[src/rtl/gbd_pkg.sv]
// gbd_pkg: shared types, codes and constants of the birth-death step block
// used by every module of the block and by the channel interfaces
package gbd_pkg;

  localparam int unsigned WORD_W = 32;
  localparam int unsigned IDX_W = 3;
  localparam int unsigned KIND_W = 3;
  localparam int unsigned PAY_W = 16;
  localparam int unsigned INIT_W = 24;
  localparam int unsigned LOG_FRAC_BITS = 24;
  localparam int unsigned LOG_CNT_W = $clog2(LOG_FRAC_BITS);
  localparam int unsigned DIV_W = 48;
  localparam int unsigned DVS_W = 64;
  localparam int unsigned DIV_CNT_W = $clog2(DIV_W);
  localparam int unsigned FRAC_Q_W = 17;
  localparam int unsigned FACC_W = 36;
  localparam int unsigned MUL_W = 33;

  localparam logic [WORD_W-1:0] COUNT_ONE = 32'd256;
  localparam logic [WORD_W-1:0] COUNT_MAX = 32'hFFFFFFFF;
  localparam logic [WORD_W-1:0] LN2_Q32 = 32'd2977044472;
  localparam logic [WORD_W-1:0] DIV10_MAGIC = 32'hCCCCCCCD;
  localparam logic [WORD_W-1:0] RST_C_POP = 32'd179200;
  localparam logic signed [FACC_W-1:0] FACT_ONE = 36'sh001000000;

  typedef enum logic [IDX_W-1:0] {
    REG_DEATH_COEFF = 3'd0,
    REG_PAYOFF_CC   = 3'd1,
    REG_PAYOFF_CD   = 3'd2,
    REG_PAYOFF_DC   = 3'd3,
    REG_PAYOFF_DD   = 3'd4,
    REG_INIT_C      = 3'd5,
    REG_SAMPLE_PER  = 3'd6,
    REG_SAMPLE_TOL  = 3'd7
  } reg_idx_e;

  typedef enum logic [KIND_W-1:0] {
    EV_C_DEATH = 3'd0,
    EV_C_BIRTH = 3'd1,
    EV_D_DEATH = 3'd2,
    EV_D_BIRTH = 3'd3,
    EV_NONE    = 3'd4,
    EV_RESTART = 3'd5
  } event_e;

  typedef enum logic [5:0] {
    S_IDLE, S_DISPATCH, S_FC_GO, S_FC_W, S_FD_GO, S_FD_W,
    S_CB, S_TN1, S_DB, S_TN2, S_PCC, S_PCD, S_FSUM1, S_FC_MUL,
    S_PDC, S_PDD, S_FSUM2, S_FD_MUL, S_A4, S_S3, S_TOT, S_TCHK,
    S_XH, S_XL, S_X, S_KIND, S_LOG_INIT, S_LOG_SQ, S_LOG_NRM,
    S_LOG_NL, S_LOG_MUL, S_TAU_GO, S_TAU_W, S_UPD, S_MARK, S_DIV10,
    S_FIN, S_NOEVT, S_RESTART, S_EMIT
  } state_e;

  typedef enum logic [5:0] {
    OP_NOP, OP_LOAD, OP_FC_GO, OP_FC_W, OP_FD_GO, OP_FD_W,
    OP_MUL_CB, OP_MUL_TN, OP_MUL_DB, OP_MUL_PCC, OP_MUL_PCD, OP_FSUM,
    OP_MUL_FC, OP_MUL_PDC, OP_MUL_PDD, OP_MUL_FD, OP_A4, OP_S3, OP_TOT,
    OP_MUL_XH, OP_MUL_XL, OP_X, OP_KIND, OP_LOG_INIT, OP_LOG_SQ,
    OP_LOG_NRM, OP_LOG_NL, OP_LOG_MUL, OP_TAU_GO, OP_TAU_W, OP_UPD,
    OP_MARK, OP_DIV10, OP_FIN, OP_NOEVT, OP_RESTART, OP_EMIT
  } op_e;

  typedef struct packed {
    logic [WORD_W-1:0] death_coeff;
    logic [PAY_W-1:0]  payoff_cc;
    logic [PAY_W-1:0]  payoff_cd;
    logic [PAY_W-1:0]  payoff_dc;
    logic [PAY_W-1:0]  payoff_dd;
    logic [INIT_W-1:0] initial_c_count;
    logic [WORD_W-1:0] sample_period;
    logic [WORD_W-1:0] sample_tolerance;
  } cfg_t;

  typedef struct packed {
    op_e op;
  } ctrl_cmd_t;

  typedef struct packed {
    logic cmd_step;
    logic n_zero;
    logic tot_zero;
    logic div_done;
    logic log_last;
    logic out_free;
  } ctrl_status_t;

endpackage

[src/rtl/gbd_controller.sv]
// gbd_controller: sequencer that steps the datapath through one item
// depends on gbd_pkg for state, command and status types
module gbd_controller (
  input  logic                  clk_i,
  input  logic                  rst_ni,
  input  logic                  in_valid_i,
  output logic                  in_ready_o,
  input  gbd_pkg::ctrl_status_t status_i,
  output gbd_pkg::ctrl_cmd_t    cmd_o
);

  gbd_pkg::state_e state_q, state_d;

  always_ff @(posedge clk_i or negedge rst_ni) begin
    if (!rst_ni) begin
      state_q <= gbd_pkg::S_IDLE;
    end else begin
      state_q <= state_d;
    end
  end

  // next state
  always_comb begin
    state_d = state_q;
    case (state_q)
      gbd_pkg::S_IDLE:     if (in_valid_i) state_d = gbd_pkg::S_DISPATCH;
      gbd_pkg::S_DISPATCH: begin
        if (!status_i.cmd_step)   state_d = gbd_pkg::S_RESTART;
        else if (status_i.n_zero) state_d = gbd_pkg::S_NOEVT;
        else                      state_d = gbd_pkg::S_FC_GO;
      end
      gbd_pkg::S_FC_GO:    state_d = gbd_pkg::S_FC_W;
      gbd_pkg::S_FC_W:     if (status_i.div_done) state_d = gbd_pkg::S_FD_GO;
      gbd_pkg::S_FD_GO:    state_d = gbd_pkg::S_FD_W;
      gbd_pkg::S_FD_W:     if (status_i.div_done) state_d = gbd_pkg::S_CB;
      gbd_pkg::S_CB:       state_d = gbd_pkg::S_TN1;
      gbd_pkg::S_TN1:      state_d = gbd_pkg::S_DB;
      gbd_pkg::S_DB:       state_d = gbd_pkg::S_TN2;
      gbd_pkg::S_TN2:      state_d = gbd_pkg::S_PCC;
      gbd_pkg::S_PCC:      state_d = gbd_pkg::S_PCD;
      gbd_pkg::S_PCD:      state_d = gbd_pkg::S_FSUM1;
      gbd_pkg::S_FSUM1:    state_d = gbd_pkg::S_FC_MUL;
      gbd_pkg::S_FC_MUL:   state_d = gbd_pkg::S_PDC;
      gbd_pkg::S_PDC:      state_d = gbd_pkg::S_PDD;
      gbd_pkg::S_PDD:      state_d = gbd_pkg::S_FSUM2;
      gbd_pkg::S_FSUM2:    state_d = gbd_pkg::S_FD_MUL;
      gbd_pkg::S_FD_MUL:   state_d = gbd_pkg::S_A4;
      gbd_pkg::S_A4:       state_d = gbd_pkg::S_S3;
      gbd_pkg::S_S3:       state_d = gbd_pkg::S_TOT;
      gbd_pkg::S_TOT:      state_d = gbd_pkg::S_TCHK;
      gbd_pkg::S_TCHK:     state_d = status_i.tot_zero ? gbd_pkg::S_NOEVT : gbd_pkg::S_XH;
      gbd_pkg::S_XH:       state_d = gbd_pkg::S_XL;
      gbd_pkg::S_XL:       state_d = gbd_pkg::S_X;
      gbd_pkg::S_X:        state_d = gbd_pkg::S_KIND;
      gbd_pkg::S_KIND:     state_d = gbd_pkg::S_LOG_INIT;
      gbd_pkg::S_LOG_INIT: state_d = gbd_pkg::S_LOG_SQ;
      gbd_pkg::S_LOG_SQ:   state_d = gbd_pkg::S_LOG_NRM;
      gbd_pkg::S_LOG_NRM:
        state_d = status_i.log_last ? gbd_pkg::S_LOG_NL : gbd_pkg::S_LOG_SQ;
      gbd_pkg::S_LOG_NL:   state_d = gbd_pkg::S_LOG_MUL;
      gbd_pkg::S_LOG_MUL:  state_d = gbd_pkg::S_TAU_GO;
      gbd_pkg::S_TAU_GO:   state_d = gbd_pkg::S_TAU_W;
      gbd_pkg::S_TAU_W:    if (status_i.div_done) state_d = gbd_pkg::S_UPD;
      gbd_pkg::S_UPD:      state_d = gbd_pkg::S_MARK;
      gbd_pkg::S_MARK:     state_d = gbd_pkg::S_DIV10;
      gbd_pkg::S_DIV10:    state_d = gbd_pkg::S_FIN;
      gbd_pkg::S_FIN:      state_d = gbd_pkg::S_EMIT;
      gbd_pkg::S_NOEVT:    state_d = gbd_pkg::S_EMIT;
      gbd_pkg::S_RESTART:  state_d = gbd_pkg::S_EMIT;
      gbd_pkg::S_EMIT:     if (status_i.out_free) state_d = gbd_pkg::S_IDLE;
      default:             state_d = gbd_pkg::S_IDLE;
    endcase
  end

  // outputs
  always_comb begin
    in_ready_o = 1'b0;
    cmd_o.op   = gbd_pkg::OP_NOP;
    case (state_q)
      gbd_pkg::S_IDLE: begin
        in_ready_o = 1'b1;
        if (in_valid_i) cmd_o.op = gbd_pkg::OP_LOAD;
      end
      gbd_pkg::S_FC_GO:    cmd_o.op = gbd_pkg::OP_FC_GO;
      gbd_pkg::S_FC_W:     cmd_o.op = gbd_pkg::OP_FC_W;
      gbd_pkg::S_FD_GO:    cmd_o.op = gbd_pkg::OP_FD_GO;
      gbd_pkg::S_FD_W:     cmd_o.op = gbd_pkg::OP_FD_W;
      gbd_pkg::S_CB:       cmd_o.op = gbd_pkg::OP_MUL_CB;
      gbd_pkg::S_TN1:      cmd_o.op = gbd_pkg::OP_MUL_TN;
      gbd_pkg::S_DB:       cmd_o.op = gbd_pkg::OP_MUL_DB;
      gbd_pkg::S_TN2:      cmd_o.op = gbd_pkg::OP_MUL_TN;
      gbd_pkg::S_PCC:      cmd_o.op = gbd_pkg::OP_MUL_PCC;
      gbd_pkg::S_PCD:      cmd_o.op = gbd_pkg::OP_MUL_PCD;
      gbd_pkg::S_FSUM1:    cmd_o.op = gbd_pkg::OP_FSUM;
      gbd_pkg::S_FC_MUL:   cmd_o.op = gbd_pkg::OP_MUL_FC;
      gbd_pkg::S_PDC:      cmd_o.op = gbd_pkg::OP_MUL_PDC;
      gbd_pkg::S_PDD:      cmd_o.op = gbd_pkg::OP_MUL_PDD;
      gbd_pkg::S_FSUM2:    cmd_o.op = gbd_pkg::OP_FSUM;
      gbd_pkg::S_FD_MUL:   cmd_o.op = gbd_pkg::OP_MUL_FD;
      gbd_pkg::S_A4:       cmd_o.op = gbd_pkg::OP_A4;
      gbd_pkg::S_S3:       cmd_o.op = gbd_pkg::OP_S3;
      gbd_pkg::S_TOT:      cmd_o.op = gbd_pkg::OP_TOT;
      gbd_pkg::S_XH:       cmd_o.op = gbd_pkg::OP_MUL_XH;
      gbd_pkg::S_XL:       cmd_o.op = gbd_pkg::OP_MUL_XL;
      gbd_pkg::S_X:        cmd_o.op = gbd_pkg::OP_X;
      gbd_pkg::S_KIND:     cmd_o.op = gbd_pkg::OP_KIND;
      gbd_pkg::S_LOG_INIT: cmd_o.op = gbd_pkg::OP_LOG_INIT;
      gbd_pkg::S_LOG_SQ:   cmd_o.op = gbd_pkg::OP_LOG_SQ;
      gbd_pkg::S_LOG_NRM:  cmd_o.op = gbd_pkg::OP_LOG_NRM;
      gbd_pkg::S_LOG_NL:   cmd_o.op = gbd_pkg::OP_LOG_NL;
      gbd_pkg::S_LOG_MUL:  cmd_o.op = gbd_pkg::OP_LOG_MUL;
      gbd_pkg::S_TAU_GO:   cmd_o.op = gbd_pkg::OP_TAU_GO;
      gbd_pkg::S_TAU_W:    cmd_o.op = gbd_pkg::OP_TAU_W;
      gbd_pkg::S_UPD:      cmd_o.op = gbd_pkg::OP_UPD;
      gbd_pkg::S_MARK:     cmd_o.op = gbd_pkg::OP_MARK;
      gbd_pkg::S_DIV10:    cmd_o.op = gbd_pkg::OP_DIV10;
      gbd_pkg::S_FIN:      cmd_o.op = gbd_pkg::OP_FIN;
      gbd_pkg::S_NOEVT:    cmd_o.op = gbd_pkg::OP_NOEVT;
      gbd_pkg::S_RESTART:  cmd_o.op = gbd_pkg::OP_RESTART;
      gbd_pkg::S_EMIT:     if (status_i.out_free) cmd_o.op = gbd_pkg::OP_EMIT;
      default: ;
    endcase
  end

endmodule

[config.mk]
export PLATFORM = sky130hd
export DESIGN_NAME = gbd_controller
export DESIGN_NICKNAME = d
export VERILOG_FILES = /design/src/rtl/gbd_pkg.sv /design/src/rtl/gbd_controller.sv
export SDC_FILE = /design/constraint.sdc
export NUM_CORES = 1
export LEC_CHECK = 0
export BUFFER_PORTS_ARGS = -buffer_cell sky130_fd_sc_hd__buf_4
export CORE_MARGIN = 3
export CORE_UTILIZATION = 40
export DETAILED_ROUTE_END_ITERATION = 16
export HOLD_SLACK_MARGIN = 0.08
export SYNTH_ARGS = -nofsm -noshare
export SYNTH_HDL_FRONTEND = slang
export SYNTH_SLANG_ARGS = --single-unit
[constraint.sdc]
create_clock -name clk_i -period 2.63 [get_ports clk_i]
set_input_delay 0.1315 -clock clk_i [delete_from_list [all_inputs] [get_ports clk_i]]
set_output_delay 0.1315 -clock clk_i [all_outputs]
set_load 0.005 [all_outputs]
[After elaboration in Yosys (flattened, before gate mapping)]
Cells that the tools add are included.
Storage, ports and cells
  memories: 0
  RAM bits: 0
  bits in read-only memories: 0
  bits of input ports: 9
  output and inout bits: 7
  bits in latches: 0
  logic and storage cells: 64
  register bits: 6
Cells by class
  div/mod/pow operators: 0
  multiplexer cells: 14
  $lt $le $gt $ge: 0
  add/sub/neg operators: 0
  $mul: 0
  equal/unequal tests: 44
  reduce and logical (&&, ||, !) cells: 5
  shift-type cells: 0
  bitwise logic cells: 0
Operators with widths (count)
  $pmux 6 s38: 1
  $pmux 6 s36: 1
  $eq 6x5->1 const B: 16
  $mux 6: 9
  $eq 6x4->1 const B: 8
  $eq 6x6->1 const B: 8
  $eq 6x3->1 const B: 4
  $eq 6x2->1 const B: 2
  $ne 2x2->1 const B: 5
  $eq 6x1->1 const B: 1
  $logic_not 6->1: 1
  $reduce_and 5->1: 1
  $reduce_or 2->1: 2
  $mux 3: 1
  $reduce_or 3->1: 1
  $mux 1: 2

[Longest topological paths before layout]
  word-level depth: 3
  mapped depth: 7
  mapped depth without buffers: 5

[Worst setup path after synthesis]
Ideal clock, no wire load.
  kind: flip-flop to flip-flop
  start: register state_q[0]
  end: register state_q[0]
  cell stages (with the launch flop): 7
  period minus slack after synthesis: 1.670 ns
  setup time: 0.125 ns
  data required time: 2.505 ns
  buffers on the path: 1
  data arrival time: 1.545 ns
  path slack: 0.960 ns
  path through: dfrtp_1 nor2b_1 buf_6 nand2_1 nor2_1 or4_1 mux2_4
On the way
  longest elaborated chain between the ends: 3
  elaborated cells on any way between the ends: 48
  classes of those cells: eq/ne (44); mux (1); reduce/logical (3)
Ends and longest elaborated chain
  start: declaration: RTL line gbd_controller.sv:12  | gbd_pkg::state_e state_q, state_d;
  start signal: assignment: RTL line gbd_controller.sv:16  | state_q <= gbd_pkg::S_IDLE;
  start signal: assignment: RTL line gbd_controller.sv:18  | state_q <= state_d;
  $eq 6x6->1, or another cell as far along: RTL line gbd_controller.sv:25  | case (state_q)
  $reduce_or 3->1 (no line) / $ne 2x2->1 (equally long branches)
  $pmux 6 s38 / $reduce_and 5->1 (equally long branches)
Parallel ways exist; a longest one is shown, timed or not.
A chain may end at the register's enable or synchronous reset.

==> qor.csv <==
stage,metric,value,unit
floorplanning,Die Span Y,56.3,µm
sta,minimum period implied by the final worst setup slack,2.19,ns
sta,setup skew after layout,0.00262,ns
sta,Final Hold Vio Count,0,
detailed_routing,Vias,1144,
worst_setup_path,crit path launch type,flop,
detailed_routing,post-route ant nets,0,
synth,yosys warns,0,
synth,Post-synth EDFFs,0,
synth,async set-or-reset flop fraction in the synthesized netlist,100,%
synth,"Top FF cell, synth",dfrtp_1,
synth,syn avg cell area,6.88,µm²
synth,Post-synth top cells,"17 x a21oi_1, 17 x nor2_1, 11 x nand2_1, 7 x buf_2, 7 x o22ai_1",
grt,pin count of the biggest net entering global routing,29,
grt,first-pass GRT wire length,5.27,mm
grt,number of global-route vias before repair,1105,
worst_setup_path,CP endpoint kind,output port,
clock_tree,Clock Tree Buf Depth,2,
worst_setup_path,worst path required time,2.50,ns
power_and_ir_drop,Logic pwr share,76.0,%
detailed_routing,Routed WL,3.00,mm
synth,Mapped Area,1010,µm²
worst_setup_path,Setup CP Type,reg2out,
power_and_ir_drop,Sw Ratio,52.1,%
finish,share of cells above drive strength 1,18.9,%
worst_setup_path,CP max FO,13,
grt,GRT overflow,0,
power_and_ir_drop,Reg power frac,18.7,%
clock_tree,Clock transition at path regs,0.04,ns
power_and_ir_drop,Psw,0.000793,W
finish,biggest regs,state_q (6),
synth,Synth Register Bits,6,
finish,number of antenna diodes,0,
place,"Cell Area, Placed",1120,µm²
detailed_routing,Routed WL per cell,16.0,µm
sta,Tcrit/Tclk final,83.3,%
synth,Yosys top cell area share,14.9,%
floorplanning,Die Span X,56.3,µm
finish,max FFs per register,6,
finish,cell area after layout,1160,µm²
sta,relative max-transition margin,46.2,%
floorplanning,Core Area,2300,µm²
sta,RSZ-0062 raised after global routing,false,
synth,Netlist cell types,44,
power_and_ir_drop,Leakage,0.459,nW
synth,ranking of synthesized cells by area,"dfrtp_1 15%, a21oi_1 8.4%, nor2_1 6.3%",
grt,Overall Global Routing Usage,20.3,%
place,PortBufs,15,
sta,final setup vio count,0,
place,GPL Wtd Cong,0.959,
clock_tree,CTS tree,yes,
clock_tree,total CTS buffers,3,
power_and_ir_drop,Internal Pwr Total,0.000729,W
power_and_ir_drop,pwr/cell area,1320,nW/µm²
sta,maximum operating frequency,0.456,GHz
sta,Slew @ Worst Pin,0.807,ns
synth,"Seq/Total Area, Yosys",14.9,%
clock_tree,Clock Sinks,6,
floorplanning,num rows,17,
floorplanning,Starting Density,44.0,%
synth,Synth area leader,dfrtp_1,
sta,Sum Neg Setup Slack,0,ns
clock_tree,H-tree levels,1,
place,post-DP HPWL,2.22,mm
clock_tree,CTS root buf,clkbuf_4,
detailed_routing,via/cell ratio,6.12,
worst_setup_path,critical path arrival,2.06,ns
finish,Layout area overhead,14.4,%
run_status,status,completed,
detailed_routing,Detailed Routing Iterations Pass 1,5,
job,Max Cap Violations,0,
detailed_routing,DRC,0,
sta,Max Slew Vio Count,0,
finish,largest register by flop count,state_q,
synth,Gate Count Post-Synth,147,
clock_tree,# resized after CTS,0,
floorplanning,die footprint,3170,µm²
detailed_routing,DR iter-0 viols,54,
synth,syn_nets,156,
floorplanning,number of I/O pins,16,
clock_tree,clk_lat worst skew,0.24,ns
grt,initial antenna violation count,0,
min_path,Hold WC Path Type,in2async,
power_and_ir_drop,Clock Power Share,5.3,%
power_and_ir_drop,Max IR drop VDD,828,µV
finish,NumNets Final,170,
critical path, cell delays in order (launching register included):
cell      delay, ns
dfrtp_1        0.65
inv_1          0.13
nor2_1         0.16
o22ai_1        0.10
a222oi_1       0.46
o22ai_1        0.15
buf_4          0.18
what timing repair did:
action | CTS | global route
hold buffers | 1 | 0
endpoints found under the hold margin | 6 | 0
setup buffers | 0 | 0
layout make-up:
class	instances	area (µm²)
clock buffer	3	22.5
fill	224	1140
inverter	7	26.3
multi-input combinational	120	747
sequential	6	150
tap	28	35.0
timing repair buffer	23	175
cells by family after synthesis:
logic type                Yosys count  share of synthesized area, %
muxes                               5                          5.45
AOI/OAI and AO/OA                  55                          38.1
DFF                                 6                          14.9
and+or+nand+nor                    58                          28.6
xor gates and xnor gates            2                          1.73
buffers and inverters              21                          11.3
layer usage:
layer | global-route usage [%] | vias up | share of wire [%]
li1 | - | 574 | -
met1 | 29.0 | 528 | 47
met2 | 30.4 | 36 | 46
met3 | 3.91 | 6 | 5.5
met4 | 6.44 | 0 | 1.4
met5 | 0 | - | 0
path summary, 6_finish.rpt:
kind | start | to | slack, ns | cells past startpoint
max | state_q[4] | cmd_o[2] | 0.44 | 6
min | rst_ni | state_q[4] | 0.24 | 2
max reg2reg | state_q[3] | state_q[0] | 0.48 | 5
min reg2reg | state_q[0] | state_q[0] | 0.64 | 1
max in group asynchronous | rst_ni | state_q[5] | 2.28 | 2
min in group clk_i | status_i[2] | state_q[1] | 0.29 | 3
layout by cell type, fill, tap and decap left out, types with 3 or more instances in the layout:
cell / count
o21ai_0: 6
nand3_1: 4
nor2_1: 17
o22ai_1: 7
nor3_1: 5
inv_1: 6
nor2b_1: 6
mux2i_1: 4
clkbuf_4: 3
o32ai_1: 5
dfrtp_1: 6
a21o_1: 3
nand2_1: 11
buf_4: 22
a21oi_1: 17
a211oi_1: 3
stage by stage:
| step | instances | hold WS (ns) | power, W | setup WS [ns] | util (%) |
|---|---|---|---|---|---|
| after floorplan | 147 | -0.164 | 0.00111 | 0.960 | - |
| after global placement | 183 | -0.0625 | 0.00143 | 0.516 | 48.9 |
| after detailed placement | 183 | -0.0611 | 0.00142 | 0.527 | 48.9 |
| after CTS | 187 | 0.224 | 0.00151 | 0.422 | 50.3 |
| after global routing | 187 | 0.240 | 0.00168 | 0.260 | 50.3 |
| final | 187 | 0.238 | 0.00152 | 0.438 | 50.3 |
power groups by stage:
stage          Combinational, W   Clock, W  Sequential [W]
2_1_floorplan          0.000943          0        0.000170
3_3_place_gp            0.00115          0        0.000283
3_5_place_dp            0.00114          0        0.000283
4_1_cts                 0.00115  0.0000840        0.000281
5_1_grt                 0.00129  0.0000953        0.000299
6_report                0.00116  0.0000812        0.000285
Power figures use the tool's default switching activity.
