--- config.mk ---
export PLATFORM = sky130hd
export DESIGN_NAME = gbd_cfg_regs
export DESIGN_NICKNAME = d
export VERILOG_FILES = /design/src/rtl/gbd_pkg.sv /design/src/rtl/gbd_cfg_regs.sv
export SDC_FILE = /design/constraint.sdc
export NUM_CORES = 1
export LEC_CHECK = 0
export ABC_CLOCK_PERIOD_IN_PS = 1070
export BUFFER_PORTS_ARGS = -buffer_cell sky130_fd_sc_hd__buf_2
export CORE_ASPECT_RATIO = 0.8
export CORE_MARGIN = 3
export CORE_UTILIZATION = 51
export CTS_BUF_LIST = sky130_fd_sc_hd__clkbuf_16
export CTS_CLUSTER_DIAMETER = 120
export DETAILED_ROUTE_END_ITERATION = 8
export GPL_TIMING_DRIVEN = 0
export PLACE_DENSITY = 0.84
export SLEW_MARGIN = 20
export SYNTH_ARGS = -nofsm -noshare
export SYNTH_HDL_FRONTEND = slang
export SYNTH_SLANG_ARGS = --single-unit
--- constraint.sdc ---
create_clock -name clk_i -period 1.07 [get_ports clk_i]
set_clock_uncertainty 0.1 [all_clocks]
set_input_delay 0.1605 -clock clk_i [delete_from_list [all_inputs] [get_ports clk_i]]
set_output_delay 0.1605 -clock clk_i [all_outputs]
set_load 0.01 [all_outputs]
--- src/rtl/gbd_pkg.sv ---
// gbd_pkg: shared types, codes and constants of the birth-death step block
// used by every module of the block and by the channel interfaces
package gbd_pkg;

  localparam int unsigned WORD_W = 32;
  localparam int unsigned IDX_W = 3;
  localparam int unsigned KIND_W = 3;
  localparam int unsigned PAY_W = 16;
  localparam int unsigned INIT_W = 24;
  localparam int unsigned LOG_FRAC_BITS = 24;
  localparam int unsigned LOG_CNT_W = $clog2(LOG_FRAC_BITS);
  localparam int unsigned DIV_W = 48;
  localparam int unsigned DVS_W = 64;
  localparam int unsigned DIV_CNT_W = $clog2(DIV_W);
  localparam int unsigned FRAC_Q_W = 17;
  localparam int unsigned FACC_W = 36;
  localparam int unsigned MUL_W = 33;

  localparam logic [WORD_W-1:0] COUNT_ONE = 32'd256;
  localparam logic [WORD_W-1:0] COUNT_MAX = 32'hFFFFFFFF;
  localparam logic [WORD_W-1:0] LN2_Q32 = 32'd2977044472;
  localparam logic [WORD_W-1:0] DIV10_MAGIC = 32'hCCCCCCCD;
  localparam logic [WORD_W-1:0] RST_C_POP = 32'd179200;
  localparam logic signed [FACC_W-1:0] FACT_ONE = 36'sh001000000;

  typedef enum logic [IDX_W-1:0] {
    REG_DEATH_COEFF = 3'd0,
    REG_PAYOFF_CC   = 3'd1,
    REG_PAYOFF_CD   = 3'd2,
    REG_PAYOFF_DC   = 3'd3,
    REG_PAYOFF_DD   = 3'd4,
    REG_INIT_C      = 3'd5,
    REG_SAMPLE_PER  = 3'd6,
    REG_SAMPLE_TOL  = 3'd7
  } reg_idx_e;

  typedef enum logic [KIND_W-1:0] {
    EV_C_DEATH = 3'd0,
    EV_C_BIRTH = 3'd1,
    EV_D_DEATH = 3'd2,
    EV_D_BIRTH = 3'd3,
    EV_NONE    = 3'd4,
    EV_RESTART = 3'd5
  } event_e;

  typedef enum logic [5:0] {
    S_IDLE, S_DISPATCH, S_FC_GO, S_FC_W, S_FD_GO, S_FD_W,
    S_CB, S_TN1, S_DB, S_TN2, S_PCC, S_PCD, S_FSUM1, S_FC_MUL,
    S_PDC, S_PDD, S_FSUM2, S_FD_MUL, S_A4, S_S3, S_TOT, S_TCHK,
    S_XH, S_XL, S_X, S_KIND, S_LOG_INIT, S_LOG_SQ, S_LOG_NRM,
    S_LOG_NL, S_LOG_MUL, S_TAU_GO, S_TAU_W, S_UPD, S_MARK, S_DIV10,
    S_FIN, S_NOEVT, S_RESTART, S_EMIT
  } state_e;

  typedef enum logic [5:0] {
    OP_NOP, OP_LOAD, OP_FC_GO, OP_FC_W, OP_FD_GO, OP_FD_W,
    OP_MUL_CB, OP_MUL_TN, OP_MUL_DB, OP_MUL_PCC, OP_MUL_PCD, OP_FSUM,
    OP_MUL_FC, OP_MUL_PDC, OP_MUL_PDD, OP_MUL_FD, OP_A4, OP_S3, OP_TOT,
    OP_MUL_XH, OP_MUL_XL, OP_X, OP_KIND, OP_LOG_INIT, OP_LOG_SQ,
    OP_LOG_NRM, OP_LOG_NL, OP_LOG_MUL, OP_TAU_GO, OP_TAU_W, OP_UPD,
    OP_MARK, OP_DIV10, OP_FIN, OP_NOEVT, OP_RESTART, OP_EMIT
  } op_e;

  typedef struct packed {
    logic [WORD_W-1:0] death_coeff;
    logic [PAY_W-1:0]  payoff_cc;
    logic [PAY_W-1:0]  payoff_cd;
    logic [PAY_W-1:0]  payoff_dc;
    logic [PAY_W-1:0]  payoff_dd;
    logic [INIT_W-1:0] initial_c_count;
    logic [WORD_W-1:0] sample_period;
    logic [WORD_W-1:0] sample_tolerance;
  } cfg_t;

  typedef struct packed {
    op_e op;
  } ctrl_cmd_t;

  typedef struct packed {
    logic cmd_step;
    logic n_zero;
    logic tot_zero;
    logic div_done;
    logic log_last;
    logic out_free;
  } ctrl_status_t;

endpackage

--- src/rtl/gbd_cfg_regs.sv ---
// gbd_cfg_regs: configuration register file written over the register channel
// depends on gbd_pkg
module gbd_cfg_regs (
  input  logic                       clk_i,
  input  logic                       rst_ni,
  input  logic                       wr_valid_i,
  input  logic [gbd_pkg::IDX_W-1:0]  wr_index_i,
  input  logic [gbd_pkg::WORD_W-1:0] wr_data_i,
  output logic                       wr_ready_o,
  output gbd_pkg::cfg_t              cfg_o
);

  gbd_pkg::cfg_t cfg_q;

  assign wr_ready_o = 1'b1;
  assign cfg_o      = cfg_q;

  always_ff @(posedge clk_i or negedge rst_ni) begin
    if (!rst_ni) begin
      cfg_q.death_coeff      <= 32'd42950;
      cfg_q.payoff_cc        <= 16'd256;
      cfg_q.payoff_cd        <= 16'd256;
      cfg_q.payoff_dc        <= 16'd256;
      cfg_q.payoff_dd        <= 16'd1024;
      cfg_q.initial_c_count  <= 24'd700;
      cfg_q.sample_period    <= 32'd32768;
      cfg_q.sample_tolerance <= 32'd328;
    end else if (wr_valid_i) begin
      case (gbd_pkg::reg_idx_e'(wr_index_i))
        gbd_pkg::REG_DEATH_COEFF: cfg_q.death_coeff      <= wr_data_i;
        gbd_pkg::REG_PAYOFF_CC:   cfg_q.payoff_cc        <= wr_data_i[15:0];
        gbd_pkg::REG_PAYOFF_CD:   cfg_q.payoff_cd        <= wr_data_i[15:0];
        gbd_pkg::REG_PAYOFF_DC:   cfg_q.payoff_dc        <= wr_data_i[15:0];
        gbd_pkg::REG_PAYOFF_DD:   cfg_q.payoff_dd        <= wr_data_i[15:0];
        gbd_pkg::REG_INIT_C:      cfg_q.initial_c_count  <= wr_data_i[23:0];
        gbd_pkg::REG_SAMPLE_PER:  cfg_q.sample_period    <= wr_data_i;
        gbd_pkg::REG_SAMPLE_TOL:  cfg_q.sample_tolerance <= wr_data_i;
        default: ;
      endcase
    end
  end

endmodule

## Yosys cells after proc, flatten, opt, wreduce, memory -nomap -nowiden

Index checks and enable logic that the tools add are counted.

- Bits in registers: 184
- Output and inout bits: 185
- Word-level logic and storage cells: 24

- Equal/unequal tests: 7
- Reduce and logical (&&, ||, !) cells: 9

Operator list:

| kind | count |
|---|---|
| AND reduction 2 bit | 8 |
| equality test 3 bit (second input constant) | 4 |
| equality test 3 x 2 -> 1 bit (second input constant) | 2 |
| equality test 3 x 1 -> 1 bit (second input constant) | 1 |
| logical NOT 3 bit | 1 |

## Longest topological paths before layout

Gate-level depths: netlist of run 1.

- Depth in word-level cells: 2
- Depth in mapped cells: 5
- Gate-level depth less buffers: 2

## Worst setup path after synthesis of run 1

Ideal clock, no wire load.

- Path type: input-to-reg
- From: in wr_index_i[1] (netlist name)
- To: reg cfg_q, in the netlist cfg_o[157]
- Setup time: 0.125 ns
- Arrival: 1.225 ns
- Slack: -0.380 ns
- Cell stages on the path: 4
- Buffers on the path: 2
- Path through: buf_4 -> nor4b_4 -> buf_6 -> mux2_2

- Cells in the longest elaborated chain, start to end: 2

Ends and longest elaborated chain:

| element | RTL line | RTL |
|---|---|---|
| start, declared | gbd_cfg_regs.sv:7 | `input logic [gbd_pkg::IDX_W-1:0] wr_index_i,` |
| logical NOT 3 bit | gbd_cfg_regs.sv:29 | `case (gbd_pkg::reg_idx_e'(wr_index_i))` |
| AND reduction 2 bit (no line) | n/a |  |
| end, declared | gbd_cfg_regs.sv:13 | `gbd_pkg::cfg_t cfg_q;` |

No other way between the ends.
A chain may end at the register's enable or synchronous reset.

## Worst setup path in the final report of run 1

- From: reg cfg_q, in the netlist cfg_o[161]
- To: out cfg_o[161] (netlist name)

RTL lines:

| element | RTL line | RTL |
|---|---|---|
| end, declared | gbd_cfg_regs.sv:10 | `output gbd_pkg::cfg_t cfg_o` |

No word-level cell between the ends.

==> results of run 1 <==
[metal layers]
layer | up-vias | GRT usage | part of all wire
met2 | 204 | 0.450 | 0.52
met5 | - | 0 | 0
met1 | 2669 | 0.332 | 0.39
met3 | 36 | 0.0939 | 0.075
li1 | 2185 | - | -
met4 | 0 | 0.0844 | 0.022
[worst paths after layout]
path                                        start                    end  slack [ns]  cells after the start
min                                        rst_ni   cfg_o[5]$_DFFE_PN0P_       -0.41                      1
max in group asynchronous                  rst_ni  cfg_o[47]$_DFFE_PN1P_        0.33                      2
max reg2reg                 cfg_o[91]$_DFFE_PN0P_  cfg_o[91]$_DFFE_PN0P_       -0.09                      3
min reg2reg                 cfg_o[37]$_DFFE_PN0P_  cfg_o[37]$_DFFE_PN0P_        0.41                      1
min in group clk_i                   wr_data_i[5]  cfg_o[93]$_DFFE_PN0P_        0.02                      2
max                        cfg_o[161]$_DFFE_PN1P_             cfg_o[161]       -0.30                      1
[what timing repair did]
| action | 4_1_cts | 5_1_grt |
|---|---|---|
| pin swaps | 1 | 0 |
| buffers inserted | 73 | 47 |
| hold endpoints to repair | 214 | 63 |
| endpoints found under the setup margin | 214 | 191 |
| resized for setup | 51 | 66 |
[cell families after synthesis]
family | Yosys count | synth area share
buffers and inverters | 23 | 0.0264
DFF | 184 | 0.661
muxes | 184 | 0.296
and+or+nand+nor | 8 | 0.0164
other | 1 | 0.000535
[placed cells by master, fill, tap and decap left out, types with 3 or more instances in the layout]
master / count
mux2_4: 76
buf_6: 119
dlygate4sd3_1: 28
buf_8: 6
clkbuf_16: 17
dfstp_2: 23
and4bb_2: 3
dfrtp_1: 161
buf_4: 99
buf_2: 132
mux2_2: 107
bufinv_16: 4
[cell type report]
cell class	count	area [um^2]	share of cell area
plain buffers	23	292	0.0262
clock buffers	17	425	0.0382
clock inverters	15	199	0.0179
multi-input cells	193	2480	0.222
flip-flops and latches	184	4630	0.416
well taps	175	219	0.0197
repair buffers	364	2890	0.260
[power by group through the flow]
stage                     combinational [W]  clock [W]  sequential, W
after detailed placement            0.00492          0        0.00959
final                               0.00761    0.00670        0.00978
after CTS                           0.00639    0.00670        0.00953
after global placement              0.00475          0        0.00945
after floorplan                     0.00184          0         0.0102
after global routing                0.00805    0.00710        0.00991
[stage by stage]
step                      hold slack [ns]  utilization  instances  worst slack, ns
final                              -0.408        0.847        971           -0.297
after global placement              0.315        0.659        792            -2.86
after CTS                          -0.379        0.796        926           -0.288
after floorplan                    -0.235            -        400           -0.358
after detailed placement           0.0784        0.662        793           -0.544
after global routing               -0.369        0.847        971           -0.327
==> flow_metrics.env, run 1 <==
export IMPL_ant_nets=0
export IMPL_worstPathBufferInverterCount=1
export IMPL_synthTopCellsByArea="dfrtp_1 (57%), mux2_2 (29%), dfstp_2 (8.6%)"
export IMPL_start_kind="flip-flop"
export IMPL_overflow=0
export IMPL_relSlewSlack=0.586
export IMPL_die_w_um=137
export IMPL_maxCapViolCount=0
export IMPL_cts_tree="done"
export IMPL_grtUsageTotal=0.271
export IMPL_diodes=0
export IMPL_holdWs_ns=-0.408
export IMPL_status="complete, but fails checks"
export IMPL_tns_ns=-31.51
export IMPL_grt_max_degree=104
export IMPL_dp_hpwl_mm=12.2
export IMPL_cts_max_level=4
export IMPL_worstSkewPairLatency_ns=0.42
export IMPL_place_congestion=0.789
export IMPL_ctsRootBufferMaster="clkbuf_16"
export IMPL_layout_drive_gt1_share=0.755
export IMPL_clk_path_buf_depth=2
export IMPL_syn_inst=400
export IMPL_holdBufCountCts=28
export IMPL_design_area_um2=11100
export IMPL_fillers=587
export IMPL_grt_pass1_wl_mm=31.0
export IMPL_hold_viol_final=76
export IMPL_cpMaxStageDelayCell="dfstp_2"
export IMPL_pin_count=223
export IMPL_endpoint_kind="output pin"
export IMPL_async_flop_share=1.00
export IMPL_dr_pass1_iters=4
export IMPL_vdd_drop_max_uv=1650
export IMPL_synth_nets=438
export IMPL_yosys_warnings=0
export IMPL_largest_reg_flops=184
export IMPL_power_frac_seq=0.406
export IMPL_crit_required_ns=0.81
export IMPL_power_switching_w=0.00680
export IMPL_ys_top_cells_by_count="mux2_2 (181), dfrtp_1 (161), dfstp_2 (23)"
export IMPL_clk_pin_slew_ns=0.08
export IMPL_slowest_delay_ns=0.57
export IMPL_total_power_w=0.0241
export IMPL_cts_sinks=184
export IMPL_first_iter_violations=239
export IMPL_path_max_fanout=2
export IMPL_p_int_w=0.0173
export IMPL_synthFlopType="dfrtp_1"
export IMPL_synth_edff_count=0
export IMPL_comb_power_share=0.316
export IMPL_route_detailed_drc=0
export IMPL_critPathTopFamily="flip-flops"
export IMPL_avgSynthCellArea_um2=17.5
export IMPL_synth_top_area_frac=0.575
export IMPL_num_rows=37
export IMPL_path_cells="buf_6"
export IMPL_setup_viol=214
export IMPL_port_buffers=217
export IMPL_grt_pass1_vias=5500
export IMPL_layout_min_cycle_time_ns=1.37
export IMPL_power_density_nw_per_um2=2160
export IMPL_area_growth_pct=58.9
export IMPL_yosysTopAreaCell="dfrtp_1"
export IMPL_finalNetCount=821
export IMPL_die_h_um=111
export IMPL_cp_arrival_ns=1.11
export IMPL_hp_class="in -> async"
export IMPL_setup_ws_ns=-0.297
export IMPL_violations="negative hold slack, negative setup slack"
export IMPL_fmax_ghz=0.732
export IMPL_ys_types=14
export IMPL_rsz0062_at_grt="yes"
export IMPL_drt_vias_per_instance=5.25
export IMPL_p_clk_frac=0.278
export IMPL_ys_seq_area_frac=0.661
export IMPL_dieArea_um2=15200
export IMPL_maxSlewViolCount=0
export IMPL_p_sw_frac=0.282
export IMPL_placedInstanceArea_um2=8700
export IMPL_antenna_found_initial=0
export IMPL_cts_inserted_buffers=17
export IMPL_leakagePower_nw=5.51
export IMPL_criticalPathCategory="reg -> out"
export IMPL_ys_ff_latch=184
export IMPL_initial_core_util=0.533
export IMPL_drt_wl_total_mm=22.4
export IMPL_yosysMostFrequentCell="mux2_2"
export IMPL_tightest_slew_ns=0.620
export IMPL_fp_coreArea_um2=13100
export IMPL_netlist_area_um2=7010
export IMPL_finalCritPeriodShare=1.28
export IMPL_wl_per_cell_um=23.1
export IMPL_num_vias=5094
Power figures use the tool's default switching activity.
==> run 2: changes to the inputs <==
Settings changed: RECOVER_POWER set to 25.
==> flow_metrics.env, run 2 (synthesis gave the netlist of run 1 again) <==
export IMPL_hold_viol_final=63
export IMPL_layout_drive_gt1_share=0.755
export IMPL_power_frac_seq=0.406
export IMPL_design_area_um2=11100
export IMPL_finalNetCount=821
export IMPL_maxCapViolCount=0
export IMPL_cts_tree="done"
export IMPL_dieArea_um2=15200
export IMPL_rsz0062_at_grt="yes"
export IMPL_setup_ws_ns=-0.297
export IMPL_fmax_ghz=0.732
export IMPL_drt_wl_total_mm=22.4
export IMPL_worstPathBufferInverterCount=1
export IMPL_worstSkewPairLatency_ns=0.42
export IMPL_holdWs_ns=-0.147
export IMPL_mostFrequentLayoutCell="dfrtp_1"
export IMPL_grtUsageTotal=0.271
export IMPL_ant_nets=0
export IMPL_cts_sinks=184
export IMPL_p_sw_frac=0.282
export IMPL_holdBufCountCts=28
export IMPL_fp_coreArea_um2=13100
export IMPL_area_growth_pct=58.7
export IMPL_status="complete, but fails checks"
export IMPL_vdd_drop_max_uv=1650
export IMPL_antenna_found_initial=0
export IMPL_leakagePower_nw=5.50
export IMPL_worstReg2RegStart="cfg_o[91]$_DFFE_PN0P_"
export IMPL_finalCritPeriodShare=1.28
export IMPL_crit_required_ns=0.81
export IMPL_endpoint_kind="output pin"
export IMPL_most_common_layout_cells="dfrtp_1 (161), buf_2 (132), buf_6 (119)"
export IMPL_largest_reg_flops=184
export IMPL_drt_vias_per_instance=5.25
export IMPL_path_cells="buf_6"
export IMPL_diodes=0
export IMPL_wl_per_cell_um=23.1
export IMPL_place_inst=793
export IMPL_start_kind="flip-flop"
export IMPL_power_switching_w=0.00680
export IMPL_power_density_nw_per_um2=2160
export IMPL_setup_viol=282
export IMPL_hp_class="in -> async"
export IMPL_overflow=0
export IMPL_cts_max_level=4
export IMPL_clk_path_buf_depth=2
export IMPL_comb_power_share=0.316
export IMPL_port_buffers=217
export IMPL_pin_count=223
export IMPL_tightest_slew_ns=1.13
export IMPL_fin_cells=971
export IMPL_initial_core_util=0.533
export IMPL_cpMaxStageDelayCell="dfstp_2"
export IMPL_path_max_fanout=2
export IMPL_first_iter_violations=246
export IMPL_grt_pass1_wl_mm=31.0
export IMPL_maxSlewViolCount=0
export IMPL_cts_inserted_buffers=17
export IMPL_layout_min_cycle_time_ns=1.37
export IMPL_dr_pass1_iters=4
export IMPL_slowest_delay_ns=0.57
export IMPL_num_vias=5097
export IMPL_violations="negative hold slack, negative setup slack"
export IMPL_die_h_um=111
export IMPL_dp_hpwl_mm=12.2
export IMPL_num_rows=37
export IMPL_grt_max_degree=104
export IMPL_placedInstanceArea_um2=8700
export IMPL_route_detailed_drc=0
export IMPL_p_clk_frac=0.278
export IMPL_cp_arrival_ns=1.11
export IMPL_clk_pin_slew_ns=0.08
export IMPL_relSlewSlack=0.246
export IMPL_startpoint="cfg_o[161]$_DFFE_PN1P_"
export IMPL_critPathTopFamily="flip-flops"
export IMPL_grt_pass1_vias=5500
export IMPL_die_w_um=137
export IMPL_place_congestion=0.789
export IMPL_criticalPathCategory="reg -> out"
export IMPL_ctsRootBufferMaster="clkbuf_16"
export IMPL_p_int_w=0.0173
## run 2: cell type report
| cell class | instances | area [um^2] |
|---|---|---|
| Fill cell | 589 | 2020 |
| Timing Repair Buffer | 364 | 2880 |
| Clock buffer | 17 | 425 |
| Multi-Input combinational cell | 193 | 2480 |
| Buffer | 23 | 292 |
| Tap cell | 175 | 219 |
| Clock inverter | 15 | 199 |
| Sequential cell | 184 | 4630 |
## run 2: path summary, 6_finish.rpt
| kind | endpoint | slack, ns | depth (start not counted) |
|---|---|---|---|
| worst max-delay path | cfg_o[161] | -0.30 | 1 |
| worst min-delay path | cfg_o[5]$_DFFE_PN0P_ | -0.15 | 1 |
| worst max register to register | cfg_o[91]$_DFFE_PN0P_ | -0.09 | 3 |
| worst min register to register | cfg_o[37]$_DFFE_PN0P_ | 0.41 | 1 |
| max in group asynchronous | cfg_o[47]$_DFFE_PN1P_ | -0.07 | 2 |
| min in group clk_i | cfg_o[93]$_DFFE_PN0P_ | 0.02 | 2 |
## run 2: layer usage
layer / GRT usage / up-vias / wire [um]
li1: - / 2186 / -
met2: 0.450 / 211 / 11600
met5: 0 / - / 0
met4: 0.0844 / 0 / 482
met1: 0.332 / 2664 / 8610
met3: 0.0939 / 36 / 1740
## run 2: power by group through the flow
stage	Sequential [W]	Combinational [W]	Clock [W]
after global placement	0.00945	0.00475	0
after CTS	0.00953	0.00639	0.00670
final	0.00978	0.00761	0.00670
after global routing	0.00991	0.00805	0.00710
after floorplan	0.0102	0.00184	0
after detailed placement	0.00959	0.00492	0
## run 2: timing repair
item / in CTS / in global routing
resized for setup: 51 / 66
setup buffers: 73 / 47
pin swaps: 1 / 0
hold endpoints to repair: 214 / 63
setup endpoints to repair: 214 / 191
## run 2: worst register-to-register path, stage by stage (launching register included)
cell and delay, ns:
dfrtp_1 0.41, buf_4 0.15, buf_4 0.13, mux2_4 0.26
## run 2: through the flow
step,worst slack (ns),total power [W],hold slack [ns],utilization,TNS [ns]
after floorplan,-0.358,0.0121,-0.235,-,-37.22
after global placement,-2.86,0.0142,0.315,0.659,-562.74
after detailed placement,-0.544,0.0145,0.0784,0.662,-76.85
after CTS,-0.288,0.0226,-0.379,0.796,-31.44
after global routing,-0.327,0.0251,-0.0680,0.846,-61.79
final,-0.297,0.0241,-0.147,0.846,-34.59
==> run 3: changes to the inputs <==
Settings changed: PLACE_DENSITY 0.84 to 0.76.
==> flow_metrics.env, run 3 (synthesis gave the netlist of run 1 again) <==
export IMPL_cpMaxStageDelayCell="dfstp_2"
export IMPL_drt_wl_total_mm=20.6
export IMPL_hp_class="in -> async"
export IMPL_cts_sinks=184
export IMPL_status="complete, but fails checks"
export IMPL_grtUsageTotal=0.256
export IMPL_total_power_w=0.0233
export IMPL_maxSlewViolCount=0
export IMPL_ant_nets=0
export IMPL_clk_path_buf_depth=2
export IMPL_fp_coreArea_um2=13100
export IMPL_slowest_delay_ns=0.56
export IMPL_relSlewSlack=0.256
export IMPL_path_cells="buf_6"
export IMPL_rsz0062_at_grt="yes"
export IMPL_tightest_slew_ns=1.12
export IMPL_wl_per_cell_um=21.9
export IMPL_criticalPathCategory="reg -> out"
export IMPL_place_congestion=0.762
export IMPL_path_max_fanout=2
export IMPL_port_buffers=217
export IMPL_dieArea_um2=15200
export IMPL_grt_pass1_vias=5105
export IMPL_fillers=656
export IMPL_start_kind="flip-flop"
export IMPL_antenna_found_initial=0
export IMPL_drt_vias_per_instance=5.13
export IMPL_die_w_um=137
export IMPL_num_rows=37
export IMPL_cts_inserted_buffers=17
export IMPL_finalCritPeriodShare=1.26
export IMPL_layout_drive_gt1_share=0.744
export IMPL_dp_hpwl_mm=11.5
export IMPL_rr_worst_depth=3
export IMPL_die_h_um=111
export IMPL_holdBufCountCts=28
export IMPL_initial_core_util=0.533
export IMPL_first_iter_violations=184
export IMPL_area_growth_pct=54.8
export IMPL_worstReg2RegStart="cfg_o[143]$_DFFE_PN0P_"
export IMPL_clk_pin_slew_ns=0.07
export IMPL_hold_viol_final=70
export IMPL_diodes=0
export IMPL_setup_viol=263
export IMPL_largest_reg_flops=184
export IMPL_pin_count=223
export IMPL_route_detailed_drc=0
export IMPL_fmax_ghz=0.740
export IMPL_crit_required_ns=0.81
export IMPL_worstPathBufferInverterCount=1
export IMPL_rrSetupSlack_ns=-0.07
export IMPL_num_vias=4845
export IMPL_violations="negative hold slack, negative setup slack"
export IMPL_cts_max_level=4
export IMPL_dr_pass1_iters=4
export IMPL_maxCapViolCount=0
export IMPL_r2r_end="cfg_o[143]$_DFFE_PN0P_"
export IMPL_worstSkewPairLatency_ns=0.42
export IMPL_most_common_layout_cells="dfrtp_1 (161), buf_2 (132), mux2_2 (111)"
export IMPL_dpl_worst_slack_ns=-0.571
export IMPL_cp_arrival_ns=1.09
export IMPL_mostFrequentLayoutCell="dfrtp_1"
export IMPL_finalNetCount=794
export IMPL_leakagePower_nw=5.33
export IMPL_holdWs_ns=-0.148
export IMPL_critPathTopFamily="flip-flops"
export IMPL_grt_max_degree=104
export IMPL_setup_ws_ns=-0.282
export IMPL_vdd_drop_max_uv=1360
export IMPL_ctsRootBufferMaster="clkbuf_16"
export IMPL_overflow=0
export IMPL_layout_min_cycle_time_ns=1.35
export IMPL_grt_pass1_wl_mm=29.4
export IMPL_endpoint_kind="output pin"
export IMPL_cts_tree="done"
export IMPL_power_density_nw_per_um2=2150
-- run 3: cell count changes in the layout (fill, tap and decap cells not counted) --
cell	delta
buf_4	-17
buf_6	-9
mux2_2	+4
mux2_4	-4
clkinv_1	+2
buf_8	-1
clkinv_2	+1
clkinv_4	-1
inv_6	-1
inv_8	-1
-- run 3: layer usage --
layer,up-vias,GRT usage,share of wire
li1,2133,-,-
met5,-,0,0
met1,2496,0.313,0.39
met4,0,0.0778,0.020
met2,186,0.427,0.51
met3,30,0.0871,0.075
-- run 3: power by group --
group / switching, W / total [W] / internal, W
clock: 0.00263 / 0.00650 / 0.00387
sequential: 0.00104 / 0.00969 / 0.00864
combinational: 0.00273 / 0.00713 / 0.00440
-- run 3: layout make-up --
cell class / count / area, um^2 / share of cell area
sequential: 184 / 4630 / 0.427
timing repair buffer: 337 / 2640 / 0.244
multi-input combinational: 193 / 2460 / 0.227
clock buffer: 17 / 425 / 0.0392
buffer: 23 / 288 / 0.0265
tap: 175 / 219 / 0.0202
clock inverter: 15 / 183 / 0.0168
-- run 3: stage by stage --
step,instance area (um^2),hold slack (ns),std cells,util,TNS (ns)
after global placement,8660,0.315,792,0.659,-571.28
final,10900,-0.148,944,0.825,-30.64
after floorplan,7360,-0.235,400,-,-37.22
after CTS,10400,-0.371,906,0.788,-30.19
after detailed placement,8700,0.0831,793,0.662,-77.24
after global routing,10900,-0.0677,944,0.825,-60.67
-- run 3: timing repair --
item | CTS | global route
pin swaps | 1 | 0
hold endpoints to repair | 218 | 70
buffers inserted | 53 | 38
endpoints found under the setup margin | 214 | 185
resized for setup | 68 | 40
-- run 3: how the worst max path moves through the flow --
stage	from	to	slack (ns)	cells past startpoint
floorplan	wr_index_i[1]	cfg_o[169]$_DFFE_PN0P_	-0.36	4
global placement	rst_ni	cfg_o[177]$_DFFE_PN0P_	-2.91	1
detailed placement	wr_index_i[1]	cfg_o[163]$_DFFE_PN0P_	-0.57	4
CTS	cfg_o[144]$_DFFE_PN1P_	cfg_o[144]	-0.28	1
global route	cfg_o[144]$_DFFE_PN1P_	cfg_o[144]	-0.31	1
finish	cfg_o[69]$_DFFE_PN1P_	cfg_o[69]	-0.28	1
